<file path="src/scts_pkg.sv">
`timescale 1ns / 1ps
`default_nettype none
// ----------------------------------------------------------------------------
// Sphere collision time search package
// Shared widths, codes and handshake structs of the collision time search core.
// ----------------------------------------------------------------------------
package scts_pkg;

  localparam int FRAC_BITS = 16;
  localparam int ID_BITS   = 32;
  localparam int IdW       = (ID_BITS < 32) ? ID_BITS : 32;

  localparam int XW    = 33;                  // position / velocity difference
  localparam int AccW  = 68 - FRAC_BITS;      // dot product accumulators, signed
  localparam int DrW   = 64;                  // x.x minus radius squared, signed
  localparam int SrW   = 41;                  // contact radius
  localparam int NW    = 35;                  // wall distance, signed
  localparam int QW    = 31;                  // quotient bits, times below 2^31
  localparam int WideW = 128;
  localparam int MulW  = 64;
  localparam int RemW  = 68;
  localparam int StepFacShift = 8;

  typedef enum logic [1:0] {
    OP_MUL  = 2'd0,
    OP_SQRT = 2'd1,
    OP_DIV  = 2'd2
  } arith_op_e;

  typedef enum logic [1:0] {
    KIND_NONE = 2'd0,
    KIND_WALL = 2'd1,
    KIND_PART = 2'd2
  } kind_e;

  typedef enum logic [2:0] {
    CFG_NEAR_MODE   = 3'd0,
    CFG_WALL_ENABLE = 3'd1,
    CFG_WALL_Z      = 3'd2,
    CFG_SUB_STEP    = 3'd3,
    CFG_STEP_FAC    = 3'd4
  } cfg_reg_e;

  typedef enum logic [3:0] {
    ST_IDLE,
    ST_CHECK,
    ST_WALL_MUL,
    ST_WALL_DIV,
    ST_DOT,
    ST_SR,
    ST_SQ,
    ST_R2,
    ST_PV,
    ST_SQRT,
    ST_RHS,
    ST_DIV,
    ST_FINISH
  } state_e;

  typedef struct packed {
    logic             start;
    arith_op_e        op;
    logic [WideW-1:0] a;
    logic [MulW-1:0]  b;
  } arith_req_t;

  typedef struct packed {
    logic busy;
    logic done;
  } arith_sts_t;

endpackage

`default_nettype wire

</file>
<file path="src/scts_arith.sv">
`timescale 1ns / 1ps
`default_nettype none
// ----------------------------------------------------------------------------
// Sphere collision time search shared arithmetic unit
// Multi-cycle 64x64 multiply, 128-bit integer square root and long division.
// ----------------------------------------------------------------------------
module scts_arith (
  input  wire logic                      clk_i,
  input  wire logic                      rst_ni,
  input  wire scts_pkg::arith_req_t      req_i,
  output scts_pkg::arith_sts_t           sts_o,
  output logic [scts_pkg::WideW-1:0]     res_o
);

  logic                          busy_q, busy_d;
  logic                          done_q, done_d;
  logic [6:0]                    cnt_q, cnt_d;
  scts_pkg::arith_op_e           op_q, op_d;
  logic [scts_pkg::WideW-1:0]    a_q, a_d;
  logic [scts_pkg::MulW-1:0]     b_q, b_d;
  logic [scts_pkg::WideW-1:0]    acc_q, acc_d;
  logic [scts_pkg::RemW-1:0]     rem_q, rem_d;
  logic [63:0]                   root_q, root_d;

  logic [31:0]                   a_sel, b_sel;
  logic [63:0]                   pp;
  logic [6:0]                    pp_sh;
  logic [scts_pkg::RemW-1:0]     sq_rem, sq_trial, dv_rem, dv_div;
  logic                          sq_ge, dv_ge;
  logic [6:0]                    cnt_last;

  always_comb begin
    a_sel    = cnt_q[1] ? a_q[63:32] : a_q[31:0];
    b_sel    = cnt_q[0] ? b_q[63:32] : b_q[31:0];
    pp       = 64'(a_sel) * 64'(b_sel);
    pp_sh    = {(2'({1'b0, cnt_q[1]}) + 2'({1'b0, cnt_q[0]})), 5'b0};
    sq_rem   = {rem_q[scts_pkg::RemW-3:0], a_q[scts_pkg::WideW-1 -: 2]};
    sq_trial = {2'b00, root_q, 2'b01};
    sq_ge    = sq_rem >= sq_trial;
    dv_rem   = {rem_q[scts_pkg::RemW-2:0], a_q[scts_pkg::QW-1]};
    dv_div   = {4'b0, b_q};
    dv_ge    = dv_rem >= dv_div;
  end

  always_comb begin
    unique case (op_q)
      scts_pkg::OP_MUL:  cnt_last = 7'd3;
      scts_pkg::OP_SQRT: cnt_last = 7'd63;
      scts_pkg::OP_DIV:  cnt_last = 7'(scts_pkg::QW - 1);
      default:           cnt_last = 7'd3;
    endcase
  end

  always_comb begin
    busy_d = busy_q;
    done_d = 1'b0;
    cnt_d  = cnt_q;
    op_d   = op_q;
    a_d    = a_q;
    b_d    = b_q;
    acc_d  = acc_q;
    rem_d  = rem_q;
    root_d = root_q;
    if (!busy_q) begin
      if (req_i.start) begin
        busy_d = 1'b1;
        cnt_d  = '0;
        op_d   = req_i.op;
        a_d    = req_i.a;
        b_d    = req_i.b;
        acc_d  = '0;
        root_d = '0;
        if (req_i.op == scts_pkg::OP_DIV) begin
          rem_d = req_i.a[scts_pkg::QW +: scts_pkg::RemW];
        end else begin
          rem_d = '0;
        end
      end
    end else begin
      unique case (op_q)
        scts_pkg::OP_MUL: begin
          acc_d = acc_q + ({64'b0, pp} << pp_sh);
        end
        scts_pkg::OP_SQRT: begin
          a_d    = a_q << 2;
          rem_d  = sq_ge ? (sq_rem - sq_trial) : sq_rem;
          root_d = {root_q[62:0], sq_ge};
        end
        scts_pkg::OP_DIV: begin
          a_d    = a_q << 1;
          rem_d  = dv_ge ? (dv_rem - dv_div) : dv_rem;
          root_d = {root_q[62:0], dv_ge};
        end
        default: begin
          acc_d = acc_q;
        end
      endcase
      cnt_d = cnt_q + 7'd1;
      if (cnt_q == cnt_last) begin
        busy_d = 1'b0;
        done_d = 1'b1;
      end
    end
  end

  always_ff @(posedge clk_i or negedge rst_ni) begin
    if (!rst_ni) begin
      busy_q <= 1'b0;
      done_q <= 1'b0;
      cnt_q  <= '0;
      op_q   <= scts_pkg::OP_MUL;
    end else begin
      busy_q <= busy_d;
      done_q <= done_d;
      cnt_q  <= cnt_d;
      op_q   <= op_d;
    end
  end

  always_ff @(posedge clk_i) begin
    a_q    <= a_d;
    b_q    <= b_d;
    acc_q  <= acc_d;
    rem_q  <= rem_d;
    root_q <= root_d;
  end

  assign sts_o.busy = busy_q;
  assign sts_o.done = done_q;
  assign res_o      = (op_q == scts_pkg::OP_MUL) ? acc_q : {64'b0, root_q};

endmodule

`default_nettype wire

</file>
<file path="config.mk">
export PLATFORM = sky130hd
export DESIGN_NAME = scts_arith
export DESIGN_NICKNAME = d
export VERILOG_FILES = /design/src/scts_pkg.sv /design/src/scts_arith.sv
export SDC_FILE = /design/constraint.sdc
export NUM_CORES = 2
export LEC_CHECK = 0
export ABC_AREA = 1
export BUFFER_PORTS_ARGS = -buffer_cell sky130_fd_sc_hd__buf_2
export CAP_MARGIN = 10
export CORE_UTILIZATION = 34
export CTS_BUF_LIST = sky130_fd_sc_hd__clkbuf_4 sky130_fd_sc_hd__clkbuf_8
export DETAILED_ROUTE_END_ITERATION = 7
export PLACE_DENSITY = 0.48
export SKIP_CTS_REPAIR_TIMING = 1
export SLEW_MARGIN = 20
export SYNTH_ARGS = -nofsm -noshare
export SYNTH_HDL_FRONTEND = slang
export SYNTH_SLANG_ARGS = --single-unit
</file>
<file path="constraint.sdc">
create_clock -name clk_i -period 12 [get_ports clk_i]
set_input_delay 2.4 -clock clk_i [delete_from_list [all_inputs] [get_ports clk_i]]
set_output_delay 2.4 -clock clk_i [all_outputs]
set_load 0.1 [all_outputs]
</file>
==> impl_results.md <==
* Ys Warns at 0
* EDFF count, synth at between 400 and 500
* Hold Violations, Final at 0
* CTS tree: done
* R2R depth at 46
* Final #Nets at ~14000
* Area leader, netlist: fa_1
* Mean Syn Cell Area at just over 7 sq um
* Crit-path max FO at 30
* Via density at about 5.4
* Max Cap Viol at 0
* Startpoint Class: flop
* Post-route ant nets at 0
* H-Tree Depth at 3
* CP max stage cell: fa_1
* Wirelength per Cell at about 28 um
* Die Ht at 479 um
* Die footprint at about 230000 sq um
* First-pass GRT wire length at 586000 um
* Clk Latency, worst-skew pair at just over 0.9 ns
* Pin count of the biggest net entering global routing at 154
* Layout cells sized above 1 at around an eighth
* Final Max Slew Viols at 0
* Hold_ws at about 0.48 ns
* Layout Area Growth over Synthesis at 18.1%
* Slew margin rel. at between 10% and 20%
* Crit path kind: flop to flop
* RePlAce Congestion at 1.02
* Die Wd at between 400 and 500 um
* DP HPWL at 353000 um
* Rows at approximately 170
* Period utilisation layout at ~97%
* Min-delay worst type: flop to flop
* Post-Syn Instances at ~11000
* Clock transition at the registers of the reported paths at about 0.070 ns
* Yosys reg bits at approximately 460
* Clock skew at 0.0978 ns
* Predominant post-synthesis flop cell: edfxtp_1
* Syn_nets at 12600
* Initial Util at 34.3%
* Fmax at ~0.086 GHz
* Fillcell total at around 24000
* CTS sink count at between 400 and 500
* Total track usage at a little over a third
* Initial antenna violation count at 48
* DR iter-0 viols at 8776
* CTS Buf Count at 97
* Critical Path RT at about 13 ns
* Total gr overflow at 0
* Hold Path Depth at 2
* Post-layout min period at about 12 ns
* Unique masters post-synth at 55
* Vias in the first global route at approximately 80000
* R2R Setup Slk at between 0.3 and 0.4 ns
* Synth top area cells: fa_1, edfxtp_1, nand2_1
* IO buf count at roughly 330
* Synth async-reset ratio at about 2.4%
* Routed Wire Length at between 400000 and 500000 um
* CP most frequent cell: buf_4
* FF-to-FF Start: cnt_q[1]$_DFFE_PN0P_
* Synth top area share at 23.2%
* IO Pins at around 330
* Status: complete, no violations
* Detailed Routing Iterations Pass 1 at 8
* Core Area at 226000 sq um
* Clk Tree Root Cell: clkbuf_8
* Commonest non-fill, non-tap cell in the layout: nand2_1
* Arr. time, crit path at between 10 and 15 ns
* Worst-margin pin slew at ~1.2 ns
* CP peak stage delay at slightly below 0.7 ns
* Hold-critical path endpoint: root_q[5]$_SDFFCE_PN0P_
* CP endpoint kind: flop
* Drt drc at 0
* Worst Min Path Start: root_q[4]$_SDFFCE_PN0P_
* Register area share after synthesis at between 10% and 20%
* Final setup fails at 0
* Total vias in the final route at 81200
* R2R Path End: acc_q[69]$_SDFFCE_PN0P_
* Most frequent cells in the layout: nand2_1, inv_1, nor2_1, buf_4, fa_1
* Cell area after synthesis at between 70000 and 80000 sq um
* Clk buf depth at 3
[area by class of cell]
cell class	count	area, sq um	area share, %
multi-input cells	7898	54100	59.2
flip-flops and latches	462	13800	15.1
repair buffers	1283	9230	10.1
inverters	2252	8480	9.27
well taps	2992	3740	4.09
clock buffers	136	1670	1.83
clock inverters	37	348	0.380
diodes	23	57.6	0.0629
[cell usage after synthesis, types with 6 or more instances]
library cell / instances
nor2_2: 16
or2_2: 13
ha_1: 524
buf_6: 6
nand4_1: 50
fa_1: 898
dfrtp_1: 11
o21ai_0: 591
inv_1: 2205
o21a_1: 38
inv_2: 12
nand2_1: 2353
buf_1: 18
o21bai_1: 47
clkbuf_1: 276
o211ai_1: 42
nor2_1: 1556
nand3_1: 531
nor3_1: 75
buf_4: 9
o21ai_2: 6
clkinv_1: 35
nor4_1: 18
o22ai_1: 10
xnor2_1: 62
a31oi_1: 9
nand3b_1: 13
xor2_1: 54
a21oi_1: 691
o221ai_1: 126
a21o_1: 42
buf_2: 23
a21boi_0: 13
o21ai_1: 85
edfxtp_1: 451
[per-layer routing]
layer / vias to the layer above / track usage, % / share of wire, %
met5: - / 0 / 0.037
met4: 22 / 18.3 / 6.1
met3: 915 / 7.52 / 9.2
met2: 3954 / 54.5 / 43
met1: 39900 / 48.1 / 42
li1: 36500 / - / -
[registers in the layout, indices dropped and copies added (netlist names), 2 cells and up]
| register | cells |
|---|---|
| cnt_q | 7 |
| root_q | 64 |
| b_q | 64 |
| acc_q | 128 |
| rem_q | 67 |
| op_q | 2 |
| a_q | 128 |
[kinds of logic after synthesis]
group                    synth area share [%]
adder cells (fa/ha/maj)                  31.7
buffers and inverters                    12.7
multiplexers                           0.0129
flip-flops                               17.8
AO/OA/AOI/OAI                            12.4
AND/OR/NAND/NOR                          24.1
XOR/XNOR                                 1.31
[through the flow]
stage | utilization (%) | setup slack [ns] | std cells | TNS, ns | instance area, sq um
3_3_place_gp | 39.5 | 0.0767 | 14900 | 0 | 89100
3_5_place_dp | 39.5 | 0.0671 | 14900 | 0 | 89100
4_1_cts | 40.4 | 0.0309 | 15000 | 0 | 91100
5_1_grt | 40.5 | -0.00726 | 15100 | -0.00726 | 91400
2_1_floorplan | - | 2.60 | 10900 | 0 | 77400
6_report | 40.6 | 0.362 | 15100 | 0 | 91500
[worst max path at each step]
stage,start,endpoint
2_1_floorplan,cnt_q[0]$_DFFE_PN0P_,acc_q[110]$_SDFFCE_PN0P_
3_3_place_gp,cnt_q[1]$_DFFE_PN0P_,acc_q[74]$_SDFFCE_PN0P_
3_5_place_dp,cnt_q[0]$_DFFE_PN0P_,acc_q[74]$_SDFFCE_PN0P_
4_1_cts,cnt_q[1]$_DFFE_PN0P_,acc_q[74]$_SDFFCE_PN0P_
5_1_grt,cnt_q[0]$_DFFE_PN0P_,acc_q[74]$_SDFFCE_PN0P_
6_report,cnt_q[1]$_DFFE_PN0P_,acc_q[69]$_SDFFCE_PN0P_
[worst max-delay path: cells and delay by family (launching register included)]
family | cells | cell delay (ns)
buffers and inverters | 18 | 2.91
AO/OA/AOI/OAI | 4 | 0.57
XOR/XNOR | 1 | 0.27
AND/OR/NAND/NOR | 13 | 2.22
adder cells (fa/ha/maj) | 10 | 4.66
flip-flops | 1 | 0.66
Power is left out: the tool's default activity adds up to more than one toggle a clock period on the data nets, which glitch-free logic cannot reach.
